`config.mk`:
```
export PLATFORM = sky130hd
export DESIGN_NAME = crr_cfg_flat
export DESIGN_NICKNAME = d
export VERILOG_FILES = /design/src/rtl/core/crr_pkg.sv /design/src/rtl/core/crr_if.sv /design/src/rtl/core/crr_cfg.sv /design/src/flat_wrapper.sv
export SDC_FILE = /design/constraint.sdc
export NUM_CORES = 1
export LEC_CHECK = 0
export ABC_AREA = 1
export BUFFER_PORTS_ARGS = -buffer_cell sky130_fd_sc_hd__buf_2
export CORE_UTILIZATION = 53
export CTS_BUF_LIST = sky130_fd_sc_hd__clkbuf_4
export DETAILED_ROUTE_END_ITERATION = 12
export PLACE_DENSITY = 0.88
export SYNTH_ARGS = -nofsm -noshare
export SYNTH_HDL_FRONTEND = slang
export SYNTH_SLANG_ARGS = --single-unit
```
`constraint.sdc`:
```
create_clock -name clk_i -period 0.8 [get_ports clk_i]
set_input_delay 0.12 -clock clk_i [delete_from_list [all_inputs] [get_ports clk_i]]
set_output_delay 0.12 -clock clk_i [all_outputs]
set_load 0.02 [all_outputs]
```
`src/rtl/core/crr_pkg.sv`:
```
// Package of the comb/allpass room reverb: widths, fixed-point constants,
// register codes, configuration struct and sequencer states. No dependencies.
package crr_pkg;

  localparam int MAX_DELAY_DEF   = 4096;
  localparam int SAMPLE_BITS_DEF = 16;

  localparam int NUM_COMBS  = 4;
  localparam int NUM_APS    = 2;
  localparam int COMB_IDX_W = 2;
  localparam int AP_IDX_W   = 1;

  localparam int COMB_W    = 18;
  localparam int AP_W      = 24;
  localparam int SUM_W     = COMB_W + 2;
  localparam int WET_W     = AP_W + 2;
  localparam int LEVEL_W   = 8;
  localparam int DELAY_W   = 13;
  localparam int CFG_IDX_W = 3;

  localparam logic signed [15:0] IN_GAIN  = 16'sd9830;
  localparam logic signed [15:0] COMB_FB  = 16'sd26214;
  localparam logic [15:0]        DRY_BASE = 16'd32113;
  localparam logic [LEVEL_W-1:0] WET_MAX  = 8'd128;

  localparam logic [LEVEL_W-1:0] WET_LEVEL_RST = 8'd20;
  localparam logic [NUM_COMBS-1:0][DELAY_W-1:0] COMB_DELAY_RST =
    {13'd1356, 13'd1277, 13'd1188, 13'd1116};
  localparam logic [NUM_APS-1:0][DELAY_W-1:0] AP_DELAY_RST = {13'd441, 13'd556};

  typedef enum logic [CFG_IDX_W-1:0] {
    REG_WET_LEVEL,
    REG_COMB_DELAY_A,
    REG_COMB_DELAY_B,
    REG_COMB_DELAY_C,
    REG_COMB_DELAY_D,
    REG_ALLPASS_DELAY_A,
    REG_ALLPASS_DELAY_B
  } crr_reg_e;

  typedef struct packed {
    logic [LEVEL_W-1:0]                   wet_level;
    logic [NUM_COMBS-1:0][DELAY_W-1:0]    comb_delay;
    logic [NUM_APS-1:0][DELAY_W-1:0]      ap_delay;
  } crr_cfg_t;

  typedef enum logic [2:0] {
    ST_IDLE,
    ST_FEED,
    ST_COMB_RD,
    ST_COMB_CALC,
    ST_COMB_WR,
    ST_AP_RD,
    ST_AP_CALC,
    ST_MIX
  } crr_state_e;

endpackage

```
`src/rtl/core/crr_if.sv`:
```


interface crr_cfg_if ();
  logic                           valid;
  logic                           ready;
  logic [crr_pkg::CFG_IDX_W-1:0]  index;
  logic [crr_pkg::DELAY_W-1:0]    data;

  modport source(output valid, index, data, input ready);
  modport sink(input valid, index, data, output ready);
endinterface

```
`src/rtl/core/crr_cfg.sv`:
```
// Register file of the reverb: mix level and delay lengths.
// Depends on crr_pkg and crr_cfg_if.
module crr_cfg (
  input  logic              clk_i,
  input  logic              rst_ni,
  crr_cfg_if.sink           cfg_i,
  output crr_pkg::crr_cfg_t regs_o
);

  crr_pkg::crr_cfg_t regs_q, regs_d;

  assign cfg_i.ready = 1'b1;
  assign regs_o      = regs_q;

  always_comb begin
    regs_d = regs_q;
    if (cfg_i.valid && cfg_i.ready) begin
      unique case (crr_pkg::crr_reg_e'(cfg_i.index))
        crr_pkg::REG_WET_LEVEL:       regs_d.wet_level     = cfg_i.data[crr_pkg::LEVEL_W-1:0];
        crr_pkg::REG_COMB_DELAY_A:    regs_d.comb_delay[0] = cfg_i.data;
        crr_pkg::REG_COMB_DELAY_B:    regs_d.comb_delay[1] = cfg_i.data;
        crr_pkg::REG_COMB_DELAY_C:    regs_d.comb_delay[2] = cfg_i.data;
        crr_pkg::REG_COMB_DELAY_D:    regs_d.comb_delay[3] = cfg_i.data;
        crr_pkg::REG_ALLPASS_DELAY_A: regs_d.ap_delay[0]   = cfg_i.data;
        crr_pkg::REG_ALLPASS_DELAY_B: regs_d.ap_delay[1]   = cfg_i.data;
        default: ;
      endcase
    end
  end

  always_ff @(posedge clk_i or negedge rst_ni) begin
    if (!rst_ni) begin
      regs_q.wet_level  <= crr_pkg::WET_LEVEL_RST;
      regs_q.comb_delay <= crr_pkg::COMB_DELAY_RST;
      regs_q.ap_delay   <= crr_pkg::AP_DELAY_RST;
    end else begin
      regs_q <= regs_d;
    end
  end

endmodule

```
`src/flat_wrapper.sv`:
```
// flat-port wrapper written by rule: the top's interface ports become plain ports
module crr_cfg_flat 
  (clk_i, rst_ni, regs_o, cfg_i_valid, cfg_i_index, cfg_i_data, cfg_i_ready);
  crr_cfg_if cfg_i_i ();
  input  logic clk_i;
  input  logic rst_ni;
  output crr_pkg::crr_cfg_t regs_o;
  input wire logic [$bits(cfg_i_i.valid)-1:0] cfg_i_valid;
  input wire logic [$bits(cfg_i_i.index)-1:0] cfg_i_index;
  input wire logic [$bits(cfg_i_i.data)-1:0] cfg_i_data;
  output wire logic [$bits(cfg_i_i.ready)-1:0] cfg_i_ready;
  assign cfg_i_i.valid = cfg_i_valid;
  assign cfg_i_i.index = cfg_i_index;
  assign cfg_i_i.data = cfg_i_data;
  assign cfg_i_ready = cfg_i_i.ready;
  crr_cfg u_core (.clk_i(clk_i), .rst_ni(rst_ni), .cfg_i(cfg_i_i), .regs_o(regs_o));
endmodule
```
==> metrics <==
Total Power=between 10 and 15 mW; Crit-path slowest cell=dfstp_2; CP Data Arrival Time=between 1 and 1.5 ns; register bit total from synthesis=86; period utilisation layout=164%; HP Class=in2reg; vias in the first global route=roughly 3700; ANT cells=0; register area=2190 sq um; gr usage total=a little under two fifths; syn avg cell area=8.94 sq um; layout cell share with drive strength beyond 1=roughly 46%; simple-gate share of the synthesized area=32.5%; Skew-Pair Late Insertion Delay=around 0.44 ns; Synth cell types=14; synthesized area=3480 sq um; row count=29; Pint=9.37 mW; Setup Skew=0 ns; Buffers on Ports=roughly 100; FMAX=about 760 MHz; total CTS buffers=9; Core Area=6350 sq um; XOR/XNOR Fraction of Synth Area=0%; sw frac=35.9%; first-pass GRT wire length=about 19000 microns; Leakage=2.93 nW; mux cell area share after synthesis=0%; hpwl dp=~6100 microns; synth warn=0; vias=around 3900; WS Path Type=reg2out; CTS tree=done; Setup TNS Final=-36.31 ns; Max stage delay on crit path=0.60 ns; largest delay contributor family on the critical path=flip-flops; status=finished with violations; Logic pwr share=37.3%; Die Ht=~83 microns; Area Overhead vs Synth=59.8%; area occupied by multi-input gates=roughly 1200 sq um; max-cap check violation count=0; design area=5560 sq um; CP Max Fanout=2; DRC Markers=0; number of buffers and inverters on the critical path=1; Data required, critical path=around 0.68 ns; crit end category=output pin; DRT Wirelength=14400 microns; largest net degree at the start of global routing=between 40 and 50; Seq/Total Area, Yosys=a little over three fifths; CP startpoint kind=flip-flop; Clock transition at path regs=0.15 ns; drt wl/cell=22.2 microns; Starting Density=a little over half; Overflow after GRT=0; Clock Power Share=about a fifth; fillers=about 270; worst path cell trace=buf_6; Max IR drop VDD=around 2200 uV; Max H-tree Level=3; global placer's final weighted congestion=a little over 0.8; Post-Synthesis Net Count=between 400 and 500; initial antenna violation count=1; RSZ-0062 raised after global routing=true; Max Root-Sink Buffers=2; die area=6890 sq um; Hold WS=0.0886 ns; I/O pin count=about 110; final-report setup violation count=about 110; fin cells=approximately 650; post-placement cell area=4230 sq um; adder-cell share of the synthesized area=0%; Synth Instances=just under 400; via/cell ratio=approximately 6.0; CTS Sinks=86; Fin. Hold Viols=0; Final Max Tran Viols=0; Detailed Routing Iterations Pass 1=6; Psw=5.24 mW; post-layout min period=1.31 ns; failing checks=setup timing; Worst Slack Setup Final=-0.514 ns; Final #Nets=roughly 600; P per Cell Area=~2600 nW/um^2; Root Buffer=clkbuf_4; drt first-iter violations=slightly below 600; sequential share of power=about 42%; Compound-Gate Fraction of Synth Area=0%; largest family of logic cells by synthesized area=simple AND/OR/NAND/NOR gates; Placed Cells=571; Die Span X=about 83 microns; max FFs per register=86; Final ANT Viol Nets=0
-- worst min-delay path, delay by kind of cell --
family / cells / cell delay [ns]
buf+inv: 2 / 0.25
simple gates: 3 / 0.17
-- worst paths after layout --
path,slack [ns],depth (start not counted),end,start
max reg2reg,-0.16,4,u_core.regs_o[39]$_DFFE_PN0P_,u_core.regs_o[39]$_DFFE_PN0P_
min reg2reg,0.49,2,u_core.regs_o[56]$_DFFE_PN1P_,u_core.regs_o[56]$_DFFE_PN1P_
max in group asynchronous,0.31,3,u_core.regs_o[5]$_DFFE_PN1P_,rst_ni
min in group asynchronous,0.15,3,u_core.regs_o[72]$_DFFE_PN0P_,rst_ni
max,-0.51,1,regs_o[36],u_core.regs_o[36]$_DFFE_PN1P_
min,0.09,5,u_core.regs_o[78]$_DFFE_PN0P_,cfg_i_index[2]
-- Yosys cell counts --
cell / instances / share of area, %
dfstp_2: 34 / 26
nand2_2: 4 / 0.72
dfrtp_1: 52 / 37
nand2_1: 219 / 24
inv_1: 3 / 0.32
inv_2: 3 / 0.32
nor2_1: 2 / 0.22
buf_4: 7 / 1.5
nor2_2: 3 / 0.54
buf_6: 2 / 0.65
buf_2: 10 / 1.4
nand3_1: 47 / 6.8
nor2_4: 2 / 0.65
conb_1: 1 / 0.11
-- cell families (layout without fill, tap and decap cells) --
group,after synthesis,after routing
DFF,86,86
other,1,1
and+or+nand+nor,277,277
buffers and inverters,25,206
-- layer usage --
metal	global-route usage, %	routed length, microns	up-vias	share of wire [%]
li1	-	-	1554	-
met1	45.2	4780	1842	33
met2	59.0	6840	367	48
met3	8.95	1580	118	11
met4	24.5	1170	0	8.1
met5	0	0	-	0
-- cells in the final DEF (no fill, tap or decap) --
master,netlist,layout
clkbuf_4,0,9
clkinv_4,0,1
inv_6,0,1
nor2_2,3,5
nor2_4,2,2
inv_2,3,4
clkinvlp_4,0,2
dfstp_2,34,34
dfrtp_1,52,52
nand2_1,219,191
buf_6,2,100
buf_2,10,17
conb_1,1,1
nand2_4,0,6
dlygate4sd3_1,0,14
nand2_2,4,26
bufinv_16,0,2
inv_1,3,2
buf_4,7,46
clkinv_2,0,1
nand3_1,47,47
buf_12,0,7
-- power by group through the flow --
stage,Sequential [mW],Clock [mW],Combinational [mW]
floorplan,6.94,0,0.815
global placement,5.90,0,3.10
detailed placement,5.90,0,3.21
CTS,6.02,2.86,4.62
global route,6.22,3.20,5.68
finish,6.17,2.98,5.45
-- per-stage QoR --
stage | util (%) | setup slack (ns)
6_report | 87.5 | -0.514
5_1_grt | 87.5 | -0.545
4_1_cts | 83.2 | -0.480
3_5_place_dp | 66.6 | -0.227
3_3_place_gp | 66.6 | -0.194
2_1_floorplan | - | 0.00853
-- area by class of cell --
type / instances / share of cell area [%]
clock inverter: 7 / 1.76
multi-input combinational: 278 / 22.3
inverter: 6 / 0.405
sequential: 86 / 39.5
timing repair buffer: 184 / 33.1
tap: 77 / 1.73
clock buffer: 9 / 1.22
-- what timing repair did --
action / CTS / global route
gates resized for setup: 172 / 45
endpoints found under the hold margin: 151 / 0
pin swaps: 0 / 17
buffers inserted: 28 / 26
hold buffers: 14 / 0
endpoints found under the setup margin: 86 / 108
cloned: 0 / 0
Note: power is estimated with default switching activity, not from simulation.
