## src/rtl/core/crr_pkg.sv

```systemverilog
// Package of the comb/allpass room reverb: widths, fixed-point constants,
// register codes, configuration struct and sequencer states. No dependencies.
package crr_pkg;

  localparam int MAX_DELAY_DEF   = 4096;
  localparam int SAMPLE_BITS_DEF = 16;

  localparam int NUM_COMBS  = 4;
  localparam int NUM_APS    = 2;
  localparam int COMB_IDX_W = 2;
  localparam int AP_IDX_W   = 1;

  localparam int COMB_W    = 18;
  localparam int AP_W      = 24;
  localparam int SUM_W     = COMB_W + 2;
  localparam int WET_W     = AP_W + 2;
  localparam int LEVEL_W   = 8;
  localparam int DELAY_W   = 13;
  localparam int CFG_IDX_W = 3;

  localparam logic signed [15:0] IN_GAIN  = 16'sd9830;
  localparam logic signed [15:0] COMB_FB  = 16'sd26214;
  localparam logic [15:0]        DRY_BASE = 16'd32113;
  localparam logic [LEVEL_W-1:0] WET_MAX  = 8'd128;

  localparam logic [LEVEL_W-1:0] WET_LEVEL_RST = 8'd20;
  localparam logic [NUM_COMBS-1:0][DELAY_W-1:0] COMB_DELAY_RST =
    {13'd1356, 13'd1277, 13'd1188, 13'd1116};
  localparam logic [NUM_APS-1:0][DELAY_W-1:0] AP_DELAY_RST = {13'd441, 13'd556};

  typedef enum logic [CFG_IDX_W-1:0] {
    REG_WET_LEVEL,
    REG_COMB_DELAY_A,
    REG_COMB_DELAY_B,
    REG_COMB_DELAY_C,
    REG_COMB_DELAY_D,
    REG_ALLPASS_DELAY_A,
    REG_ALLPASS_DELAY_B
  } crr_reg_e;

  typedef struct packed {
    logic [LEVEL_W-1:0]                   wet_level;
    logic [NUM_COMBS-1:0][DELAY_W-1:0]    comb_delay;
    logic [NUM_APS-1:0][DELAY_W-1:0]      ap_delay;
  } crr_cfg_t;

  typedef enum logic [2:0] {
    ST_IDLE,
    ST_FEED,
    ST_COMB_RD,
    ST_COMB_CALC,
    ST_COMB_WR,
    ST_AP_RD,
    ST_AP_CALC,
    ST_MIX
  } crr_state_e;

endpackage

```

## src/rtl/core/crr_if.sv

```systemverilog
// Channel interfaces of the reverb: input samples, output samples and
// register writes. Depends on crr_pkg.
interface crr_sample_if #(parameter int SAMPLE_BITS = crr_pkg::SAMPLE_BITS_DEF) ();
  logic                          valid;
  logic                          ready;
  logic signed [SAMPLE_BITS-1:0] sample_in;
  logic                          first_of_clip;

  modport source(output valid, sample_in, first_of_clip, input ready);
  modport sink(input valid, sample_in, first_of_clip, output ready);
endinterface

interface crr_result_if #(parameter int SAMPLE_BITS = crr_pkg::SAMPLE_BITS_DEF) ();
  logic                          valid;
  logic                          ready;
  logic signed [SAMPLE_BITS-1:0] sample_out;

  modport source(output valid, sample_out, input ready);
  modport sink(input valid, sample_out, output ready);
endinterface


```

## src/rtl/core/crr_core.sv

```systemverilog
// Sequencer and datapath of the reverb: walks the four combs and two allpasses
// through their delay-line RAMs and mixes the result. Depends on crr_pkg, crr_if.
module crr_core #(
  parameter int MAX_DELAY   = crr_pkg::MAX_DELAY_DEF,
  parameter int SAMPLE_BITS = crr_pkg::SAMPLE_BITS_DEF,
  localparam int PosW       = $clog2(MAX_DELAY),
  localparam int CombAw     = PosW + crr_pkg::COMB_IDX_W,
  localparam int ApAw       = PosW + crr_pkg::AP_IDX_W
) (
  input  logic                      clk_i,
  input  logic                      rst_ni,
  input  crr_pkg::crr_cfg_t         regs_i,
  crr_sample_if.sink                sample_i,
  crr_result_if.source              result_o,
  output logic                      comb_we_o,
  output logic [CombAw-1:0]         comb_waddr_o,
  output logic [crr_pkg::COMB_W-1:0] comb_wdata_o,
  output logic [CombAw-1:0]         comb_raddr_o,
  input  logic [crr_pkg::COMB_W-1:0] comb_rdata_i,
  output logic                      ap_we_o,
  output logic [ApAw-1:0]           ap_waddr_o,
  output logic [crr_pkg::AP_W-1:0]  ap_wdata_o,
  output logic [ApAw-1:0]           ap_raddr_o,
  input  logic [crr_pkg::AP_W-1:0]  ap_rdata_i
);

  localparam int FillW  = $clog2(MAX_DELAY + 1);
  localparam int CombW  = crr_pkg::COMB_W;
  localparam int ApW    = crr_pkg::AP_W;
  localparam int SumW   = crr_pkg::SUM_W;
  localparam int WetW   = crr_pkg::WET_W;
  localparam int MixAW  = SAMPLE_BITS + 17;
  localparam int MixBW  = WetW + 16;
  localparam int MixW   = ((MixAW > MixBW) ? MixAW : MixBW) + 1;
  localparam logic [crr_pkg::COMB_IDX_W-1:0] LastComb = crr_pkg::COMB_IDX_W'(crr_pkg::NUM_COMBS - 1);
  localparam logic [crr_pkg::AP_IDX_W-1:0]   LastAp   = crr_pkg::AP_IDX_W'(crr_pkg::NUM_APS - 1);
  localparam logic signed [31:0] CombHi = (32'sd1 <<< (CombW - 1)) - 32'sd1;
  localparam logic signed [31:0] CombLo = ~CombHi;
  localparam logic signed [31:0] ApHi   = (32'sd1 <<< (ApW - 1)) - 32'sd1;
  localparam logic signed [31:0] ApLo   = ~ApHi;
  localparam logic signed [MixW-1:0] OutHi = MixW'((64'sd1 <<< (SAMPLE_BITS - 1)) - 64'sd1);
  localparam logic signed [MixW-1:0] OutLo = ~OutHi;

  function automatic logic [FillW-1:0] eff_len(input logic [crr_pkg::DELAY_W-1:0] r);
    if (r == '0) return FillW'(1);
    if (32'(r) > 32'(MAX_DELAY)) return FillW'(MAX_DELAY);
    return FillW'(r);
  endfunction

  crr_pkg::crr_state_e state_q, state_d;

  logic [crr_pkg::COMB_IDX_W-1:0] k_q, k_d;
  logic [crr_pkg::AP_IDX_W-1:0]   j_q, j_d;
  logic [PosW-1:0]          comb_pos_q  [crr_pkg::NUM_COMBS];
  logic [PosW-1:0]          comb_pos_d  [crr_pkg::NUM_COMBS];
  logic [FillW-1:0]         comb_fill_q [crr_pkg::NUM_COMBS];
  logic [FillW-1:0]         comb_fill_d [crr_pkg::NUM_COMBS];
  logic signed [CombW-1:0]  damp_q      [crr_pkg::NUM_COMBS];
  logic signed [CombW-1:0]  damp_d      [crr_pkg::NUM_COMBS];
  logic [PosW-1:0]          ap_pos_q    [crr_pkg::NUM_APS];
  logic [PosW-1:0]          ap_pos_d    [crr_pkg::NUM_APS];
  logic [FillW-1:0]         ap_fill_q   [crr_pkg::NUM_APS];
  logic [FillW-1:0]         ap_fill_d   [crr_pkg::NUM_APS];
  logic                     out_valid_q, out_valid_d;

  logic signed [SAMPLE_BITS-1:0] x_q, x_d;
  logic signed [SAMPLE_BITS-1:0] feed_q, feed_d;
  logic signed [SumW-1:0]        sum_q, sum_d;
  logic signed [WetW-1:0]        wet_q, wet_d;
  logic signed [SAMPLE_BITS-1:0] sample_out_q, sample_out_d;

  logic                           in_acc;
  logic                           mix_load;
  logic                           wet_off;
  logic signed [SAMPLE_BITS+15:0] feed_prod;
  logic signed [SAMPLE_BITS+15:0] feed_rnd;
  logic [PosW-1:0]                comb_pos;
  logic [FillW-1:0]               comb_fill;
  logic [FillW-1:0]               comb_next;
  logic [FillW-1:0]               comb_len;
  logic signed [CombW-1:0]        comb_out;
  logic signed [CombW:0]          damp_sum;
  logic signed [CombW+15:0]       fb_prod;
  logic signed [CombW+15:0]       fb_rnd;
  logic signed [31:0]             comb_acc;
  logic [PosW-1:0]                ap_pos;
  logic [FillW-1:0]               ap_fill;
  logic [FillW-1:0]               ap_next;
  logic [FillW-1:0]               ap_len;
  logic signed [ApW-1:0]          ap_bo;
  logic signed [ApW:0]            ap_bo_rnd;
  logic signed [WetW-1:0]         ap_in;
  logic signed [31:0]             ap_acc;
  logic [crr_pkg::LEVEL_W-1:0]    wl;
  logic [14:0]                    wl_scaled;
  logic [15:0]                    dry;
  logic signed [MixAW-1:0]        mix_a;
  logic signed [MixBW-1:0]        mix_b;
  logic signed [MixW-1:0]         mix_sum;
  logic signed [MixW-1:0]         mix_rs;
  logic signed [SAMPLE_BITS-1:0]  mix_sat;

  assign in_acc   = sample_i.valid && sample_i.ready;
  assign mix_load = (state_q == crr_pkg::ST_MIX) && (!out_valid_q || result_o.ready);
  assign wet_off  = (regs_i.wet_level == '0);

  // Comb arithmetic.
  assign comb_pos  = comb_pos_q[k_q];
  assign comb_fill = comb_fill_q[k_q];
  assign comb_next = FillW'(comb_pos) + FillW'(1);
  assign comb_len  = eff_len(regs_i.comb_delay[k_q]);
  assign comb_out  = (FillW'(comb_pos) < comb_fill) ? $signed(comb_rdata_i) : '0;
  assign damp_sum  = (CombW+1)'(comb_out) + (CombW+1)'(damp_q[k_q]) + (CombW+1)'(1);
  assign fb_prod   = damp_q[k_q] * crr_pkg::COMB_FB;
  assign fb_rnd    = (fb_prod + (CombW+16)'(16384)) >>> 15;
  assign comb_acc  = 32'(feed_q) + 32'(fb_rnd);

  assign feed_prod = x_q * crr_pkg::IN_GAIN;
  assign feed_rnd  = (feed_prod + (SAMPLE_BITS+16)'(16384)) >>> 15;

  // Allpass arithmetic.
  assign ap_pos    = ap_pos_q[j_q];
  assign ap_fill   = ap_fill_q[j_q];
  assign ap_next   = FillW'(ap_pos) + FillW'(1);
  assign ap_len    = eff_len(regs_i.ap_delay[j_q]);
  assign ap_bo     = (FillW'(ap_pos) < ap_fill) ? $signed(ap_rdata_i) : '0;
  assign ap_bo_rnd = ((ApW+1)'(ap_bo) + (ApW+1)'(1)) >>> 1;
  assign ap_in     = (j_q == '0) ? WetW'(sum_q) : wet_q;
  assign ap_acc    = 32'(ap_in) + 32'(ap_bo_rnd);

  // Output mix.
  assign wl        = (regs_i.wet_level > crr_pkg::WET_MAX) ? crr_pkg::WET_MAX : regs_i.wet_level;
  assign wl_scaled = {wl, 7'b0};
  assign dry       = crr_pkg::DRY_BASE - {1'b0, wl_scaled};
  assign mix_a     = x_q * $signed({1'b0, dry});
  assign mix_b     = wet_q * $signed({1'b0, wl_scaled});
  assign mix_sum   = MixW'(mix_a) + MixW'(mix_b) + MixW'(16384);
  assign mix_rs    = mix_sum >>> 15;
  assign mix_sat   = (mix_rs > OutHi) ? OutHi[SAMPLE_BITS-1:0] :
                     (mix_rs < OutLo) ? OutLo[SAMPLE_BITS-1:0] : mix_rs[SAMPLE_BITS-1:0];

  always_comb begin
    state_d = state_q;
    unique case (state_q)
      crr_pkg::ST_IDLE: begin
        if (in_acc) begin
          state_d = wet_off ? crr_pkg::ST_MIX : crr_pkg::ST_FEED;
        end
      end
      crr_pkg::ST_FEED:      state_d = crr_pkg::ST_COMB_CALC;
      crr_pkg::ST_COMB_RD:   state_d = crr_pkg::ST_COMB_CALC;
      crr_pkg::ST_COMB_CALC: state_d = crr_pkg::ST_COMB_WR;
      crr_pkg::ST_COMB_WR: begin
        state_d = (k_q == LastComb) ? crr_pkg::ST_AP_CALC : crr_pkg::ST_COMB_RD;
      end
      crr_pkg::ST_AP_RD:     state_d = crr_pkg::ST_AP_CALC;
      crr_pkg::ST_AP_CALC: begin
        state_d = (j_q == LastAp) ? crr_pkg::ST_MIX : crr_pkg::ST_AP_RD;
      end
      crr_pkg::ST_MIX: begin
        if (mix_load) begin
          state_d = crr_pkg::ST_IDLE;
        end
      end
      default: state_d = crr_pkg::ST_IDLE;
    endcase
  end

  always_comb begin
    sample_i.ready = (state_q == crr_pkg::ST_IDLE);
    comb_raddr_o   = {k_q, comb_pos};
    comb_waddr_o   = {k_q, comb_pos};
    comb_we_o      = (state_q == crr_pkg::ST_COMB_WR);
    comb_wdata_o   = (comb_acc > CombHi) ? CombHi[CombW-1:0] :
                     (comb_acc < CombLo) ? CombLo[CombW-1:0] : comb_acc[CombW-1:0];
    ap_raddr_o     = {j_q, ap_pos};
    ap_waddr_o     = {j_q, ap_pos};
    ap_we_o        = (state_q == crr_pkg::ST_AP_CALC);
    ap_wdata_o     = (ap_acc > ApHi) ? ApHi[ApW-1:0] :
                     (ap_acc < ApLo) ? ApLo[ApW-1:0] : ap_acc[ApW-1:0];
  end

  assign result_o.valid      = out_valid_q;
  assign result_o.sample_out = sample_out_q;

  always_comb begin
    k_d          = k_q;
    j_d          = j_q;
    comb_pos_d   = comb_pos_q;
    comb_fill_d  = comb_fill_q;
    damp_d       = damp_q;
    ap_pos_d     = ap_pos_q;
    ap_fill_d    = ap_fill_q;
    x_d          = x_q;
    feed_d       = feed_q;
    sum_d        = sum_q;
    wet_d        = wet_q;
    sample_out_d = sample_out_q;
    out_valid_d  = out_valid_q && !result_o.ready;

    unique case (state_q)
      crr_pkg::ST_IDLE: begin
        if (in_acc) begin
          x_d   = sample_i.sample_in;
          k_d   = '0;
          j_d   = '0;
          sum_d = '0;
          if (sample_i.first_of_clip) begin
            for (int i = 0; i < crr_pkg::NUM_COMBS; i++) begin
              comb_pos_d[i]  = '0;
              comb_fill_d[i] = '0;
              damp_d[i]      = '0;
            end
            for (int i = 0; i < crr_pkg::NUM_APS; i++) begin
              ap_pos_d[i]  = '0;
              ap_fill_d[i] = '0;
            end
          end
        end
      end
      crr_pkg::ST_FEED: begin
        feed_d = feed_rnd[SAMPLE_BITS-1:0];
      end
      crr_pkg::ST_COMB_CALC: begin
        damp_d[k_q] = damp_sum[CombW:1];
        sum_d       = sum_q + SumW'(comb_out);
      end
      crr_pkg::ST_COMB_WR: begin
        comb_pos_d[k_q] = (comb_next >= comb_len) ? '0 : comb_next[PosW-1:0];
        if (FillW'(comb_pos) == comb_fill) begin
          comb_fill_d[k_q] = comb_fill + FillW'(1);
        end
        if (k_q != LastComb) begin
          k_d = k_q + 1'b1;
        end
      end
      crr_pkg::ST_AP_CALC: begin
        wet_d         = WetW'(ap_bo) - ap_in;
        ap_pos_d[j_q] = (ap_next >= ap_len) ? '0 : ap_next[PosW-1:0];
        if (FillW'(ap_pos) == ap_fill) begin
          ap_fill_d[j_q] = ap_fill + FillW'(1);
        end
        if (j_q != LastAp) begin
          j_d = j_q + 1'b1;
        end
      end
      crr_pkg::ST_MIX: begin
        if (mix_load) begin
          sample_out_d = wet_off ? x_q : mix_sat;
          out_valid_d  = 1'b1;
        end
      end
      default: ;
    endcase
  end

  always_ff @(posedge clk_i or negedge rst_ni) begin
    if (!rst_ni) begin
      state_q     <= crr_pkg::ST_IDLE;
      k_q         <= '0;
      j_q         <= '0;
      out_valid_q <= 1'b0;
      for (int i = 0; i < crr_pkg::NUM_COMBS; i++) begin
        comb_pos_q[i]  <= '0;
        comb_fill_q[i] <= '0;
        damp_q[i]      <= '0;
      end
      for (int i = 0; i < crr_pkg::NUM_APS; i++) begin
        ap_pos_q[i]  <= '0;
        ap_fill_q[i] <= '0;
      end
    end else begin
      state_q     <= state_d;
      k_q         <= k_d;
      j_q         <= j_d;
      out_valid_q <= out_valid_d;
      comb_pos_q  <= comb_pos_d;
      comb_fill_q <= comb_fill_d;
      damp_q      <= damp_d;
      ap_pos_q    <= ap_pos_d;
      ap_fill_q   <= ap_fill_d;
    end
  end

  always_ff @(posedge clk_i) begin
    x_q          <= x_d;
    feed_q       <= feed_d;
    sum_q        <= sum_d;
    wet_q        <= wet_d;
    sample_out_q <= sample_out_d;
  end

endmodule

```

## src/flat_wrapper.sv

```systemverilog
// flat-port wrapper written by rule: the top's interface ports become plain ports
module crr_core_flat 
#(
  parameter int MAX_DELAY   = crr_pkg::MAX_DELAY_DEF,
  parameter int SAMPLE_BITS = crr_pkg::SAMPLE_BITS_DEF,
  localparam int PosW       = $clog2(MAX_DELAY),
  localparam int CombAw     = PosW + crr_pkg::COMB_IDX_W,
  localparam int ApAw       = PosW + crr_pkg::AP_IDX_W
)
  (clk_i, rst_ni, regs_i, comb_we_o, comb_waddr_o, comb_wdata_o, comb_raddr_o, comb_rdata_i, ap_we_o, ap_waddr_o, ap_wdata_o, ap_raddr_o, ap_rdata_i, sample_i_valid, sample_i_sample_in, sample_i_first_of_clip, sample_i_ready, result_o_valid, result_o_sample_out, result_o_ready);
  crr_sample_if #(.SAMPLE_BITS(SAMPLE_BITS)) sample_i_i ();
  crr_result_if #(.SAMPLE_BITS(SAMPLE_BITS)) result_o_i ();
  input  logic clk_i;
  input  logic rst_ni;
  input  crr_pkg::crr_cfg_t regs_i;
  output logic comb_we_o;
  output logic [CombAw-1:0] comb_waddr_o;
  output logic [crr_pkg::COMB_W-1:0] comb_wdata_o;
  output logic [CombAw-1:0] comb_raddr_o;
  input  logic [crr_pkg::COMB_W-1:0] comb_rdata_i;
  output logic ap_we_o;
  output logic [ApAw-1:0] ap_waddr_o;
  output logic [crr_pkg::AP_W-1:0] ap_wdata_o;
  output logic [ApAw-1:0] ap_raddr_o;
  input  logic [crr_pkg::AP_W-1:0] ap_rdata_i;
  input wire logic [$bits(sample_i_i.valid)-1:0] sample_i_valid;
  input wire logic [$bits(sample_i_i.sample_in)-1:0] sample_i_sample_in;
  input wire logic [$bits(sample_i_i.first_of_clip)-1:0] sample_i_first_of_clip;
  output wire logic [$bits(sample_i_i.ready)-1:0] sample_i_ready;
  output wire logic [$bits(result_o_i.valid)-1:0] result_o_valid;
  output wire logic [$bits(result_o_i.sample_out)-1:0] result_o_sample_out;
  input wire logic [$bits(result_o_i.ready)-1:0] result_o_ready;
  assign sample_i_i.valid = sample_i_valid;
  assign sample_i_i.sample_in = sample_i_sample_in;
  assign sample_i_i.first_of_clip = sample_i_first_of_clip;
  assign sample_i_ready = sample_i_i.ready;
  assign result_o_valid = result_o_i.valid;
  assign result_o_sample_out = result_o_i.sample_out;
  assign result_o_i.ready = result_o_ready;
  crr_core #(.MAX_DELAY(MAX_DELAY), .SAMPLE_BITS(SAMPLE_BITS)) u_core (.clk_i(clk_i), .rst_ni(rst_ni), .regs_i(regs_i), .sample_i(sample_i_i), .result_o(result_o_i), .comb_we_o(comb_we_o), .comb_waddr_o(comb_waddr_o), .comb_wdata_o(comb_wdata_o), .comb_raddr_o(comb_raddr_o), .comb_rdata_i(comb_rdata_i), .ap_we_o(ap_we_o), .ap_waddr_o(ap_waddr_o), .ap_wdata_o(ap_wdata_o), .ap_raddr_o(ap_raddr_o), .ap_rdata_i(ap_rdata_i));
endmodule
```

## config.mk

```make
export PLATFORM = sky130hd
export DESIGN_NAME = crr_core_flat
export DESIGN_NICKNAME = d
export VERILOG_FILES = /design/src/rtl/core/crr_pkg.sv /design/src/rtl/core/crr_if.sv /design/src/rtl/core/crr_core.sv /design/src/flat_wrapper.sv
export SDC_FILE = /design/constraint.sdc
export NUM_CORES = 2
export LEC_CHECK = 0
export ABC_AREA = 1
export BUFFER_PORTS_ARGS = -buffer_cell sky130_fd_sc_hd__clkbuf_2
export CORE_UTILIZATION = 60
export CTS_CLUSTER_DIAMETER = 100
export DETAILED_ROUTE_END_ITERATION = 10
export PLACE_DENSITY = 0.78
export SLEW_MARGIN = 40
export SYNTH_ARGS = -nofsm -noshare
export SYNTH_HDL_FRONTEND = slang
export SYNTH_SLANG_ARGS = --single-unit
```

## constraint.sdc

```tcl
create_clock -name clk_i -period 19.6 [get_ports clk_i]
set_clock_uncertainty 0.05 [all_clocks]
set_input_delay 2.94 -clock clk_i [delete_from_list [all_inputs] [get_ports clk_i]]
set_output_delay 2.94 -clock clk_i [all_outputs]
set_load 0.05 [all_outputs]
```

==> flow_summary.yaml <==
worst_hold_path:
  hold_path_depth: 2
  hp-class: "reg -> reg"
clock_network:
  cts_resized: 0
  clk_latency_ns: 0.59
  holdBufCountCts: 0
  cts_htree_levels: 2
  path_clk_slew_ns: 0.06
  cts_tree: "yes"
  post-cts-setup-buffers: 0
  cts_sinks: 323
  cts-root-buf: "clkbuf_16"
  clk_path_buf_depth: 3
  cts_buffers: 42
grt:
  grt_use_met3_pct: 3.676
  gr-usage-met1_pct: 43.98
  grt_pass1_vias: 43750
  overflow: 0
  grt_max_degree: 107
  use_met2_pct: 53.11
  grt.busiest_layer: "met2"
  antenna_found_initial: 2
  grt_use_total_pct: 32.05
  grt_pass1_wl_um: 220600
status:
  status: "finished, final reports clean"
sta:
  drv_slew: 0
  max_slew_margin_pct: 40.25
  fin_crit_ns: 14.00
  worst_slew_pin_slew_ns: 0.8952
  setup_tns_ns: 0
  rsz0062_at_grt: "false"
  setup_violations: 0
  hold_viol_final: 0
  period_share_pct: 71.41
  fmax_mhz: 71.45
critical_path:
  crit_type: "reg -> out"
  reg2reg_slack_ns: 10.50
  critPathRequiredTime_ns: 16.61
  ff2ff_path_depth: 36
  slowest_stage: "dfrtp_4"
  crit_path_max_fanout: 85
  cp-start-kind: "flip-flop"
  cp.arrival_ns: 11.01
  worst_setup_path_end_kind: "output port"
  path_common_cell: "nand2_1"
  critPathMaxStageDelay_ns: 0.88
synthesis:
  synthCells: 6549
  yosysSeqAreaShare_pct: 17.20
  async_flop_share_pct: 70.90
  synthFlopType: "dfrtp_1"
  synth_area_um2: 49740
  ys_ff_latch: 323
  syn_avg_cell_area_um2: 7.595
  synth_edf_count: 94
  ys_warn_count: 0
  ys_types: 81
floorplanning:
  fp.dieArea_um2: 84060
  die_w_um: 289.9
  core.rowCount: 105
  core_area_um2: 82110
  io_pins: 265
  die_h_um: 289.9
  start_util_pct: 60.58
routing:
  routed_wl_um: 132900
  vias: 43360
  routedWlPerCell_um: 16.94
  vias_per_cell: 5.526
  drcViolationCount: 0
  antenna_left: 0
  first_pass_iters: 7
  dr.first_iter.drc_count: 3101
placement:
  place_congestion: 0.9993
  portBuffers: 264
  place_hpwl_um: 107700
finish:
  multi_input_area_um2: 35080
  drive_above_1_share_pct: 7.482
  layout.nets: 7974
  antenna_cells: 0
  fill_cells: 7170
  ff_latch_area_um2: 8561
  synthToLayoutAreaGrowth_pct: 7.501
flow_run:
  drv_cap: 0
-- final cells by class --
type                       count  share of cell area, %
clock buffer                  50                  2.115
clock inverter                27                 0.7347
inverter                    1414                  9.942
multi-input combinational   4656                  65.61
sequential                   323                  16.01
tap                         1070                  2.504
timing repair buffer         306                  3.086
-- synth_stat cells (all sizes together), types with 12 or more instances --
cell	instances	area, µm²
a31oi	32	200.2
a21oi	354	1779
o21ai	386	1947
dfrtp	229	5731
nor4	19	152.7
nand2	1403	5296
xnor2	82	725.7
o31ai	14	105.1
a32oi	22	222.7
o21a	20	150.1
nand3	161	838.3
nor3	55	346.6
xor2	164	1481
fa	515	10310
a21boi	12	90.08
o21bai	24	183.9
inv	1405	5276
o22ai	119	744.5
edfxtp	94	2823
nor2	540	2147
ha	567	7094
a21o	22	165.2
clkbuf	81	307.8
buf	88	591.8
nand4	43	284.0
or2	12	75.08
-- cell usage in the layout, fill, tap and decap left out, types with 119 or more instances in the layout --
cell type,count
nand3_1,156
fa_1,515
clkbuf_2,263
o21ai_0,341
nand2_1,1392
o22ai_1,119
dfrtp_1,227
xor2_1,158
nor2_1,506
a21oi_1,350
inv_1,1387
ha_1,567
-- path summary, 6_finish.rpt --
| check | from | endpoint |
|---|---|---|
| worst max-delay path | u_core.k_q[0] | comb_wdata_o[13] |
| worst min-delay path | u_core.damp_q[31] | u_core.damp_q[31] |
| worst max register to register | u_core.wet_q[1] | u_core.result_o.sample_out[7] |
| worst min register to register | u_core.damp_q[31] | u_core.damp_q[31] |
| max in group asynchronous | rst_ni | u_core.k_q[0] |
| min in group asynchronous | rst_ni | u_core.comb_pos_q[46] |
-- per-stage QoR --
step,setup WS (ns),cells,util (%),instance area (µm²),hold WS [ns]
after floorplan,6.596,6562,-,49790,0.3938
after global placement,6.499,7766,63.18,51880,0.4111
after detailed placement,6.270,7767,63.24,51930,0.4192
after CTS,5.637,7844,65.10,53450,0.4339
after global routing,4.744,7846,65.12,53470,0.4477
final,5.604,7846,65.12,53470,0.4323
-- registers in the layout, summed over array words and instances (netlist names), 16 cells and up --
name / flops
u_core.damp_q: 72
u_core.comb_fill_q: 52
u_core.comb_pos_q: 48
u_core.ap_fill_q: 26
u_core.wet_q: 26
u_core.ap_pos_q: 24
u_core.sum_q: 20
u_core.feed_q: 16
u_core.result_o.sample_out: 16
u_core.x_q: 16
-- layer usage --
metal | vias to the layer above | part of all wire, % | routed length (µm)
li1 | 20950 | - | -
met5 | - | 0.019 | 25
met4 | 4 | 3.3 | 4375
met2 | 1588 | 46 | 61680
met3 | 281 | 6.9 | 9148
met1 | 20530 | 43 | 57690
-- critical path: cells and delay by family (launching register included) --
kind | cells | cell delay (ns)
AOI/OAI and AO/OA | 6 | 1.95
xor gates and xnor gates | 3 | 0.85
adders and majority gates | 9 | 3.64
buffers and inverters | 7 | 1.34
DFF | 1 | 0.88
and+or+nand+nor | 13 | 1.69
-- cells by family (layout without fill, tap and decap cells) --
| kind of cell | after synthesis | after routing | synth area share, % |
|---|---|---|---|
| flops | 323 | 323 | 17.20 |
| fa+ha+maj | 1083 | 1083 | 35.01 |
| buf+inv | 1583 | 1797 | 12.49 |
| xor+xnor | 246 | 246 | 4.437 |
| compound gates | 1047 | 1047 | 11.97 |
| other cells | 2 | 15 | 0.01510 |
| mux | 8 | 8 | 0.1610 |
| simple gates | 2257 | 2257 | 18.73 |
Power is left out: the tool's default activity adds up to more than one toggle a clock period on the data nets, which glitch-free logic cannot reach.
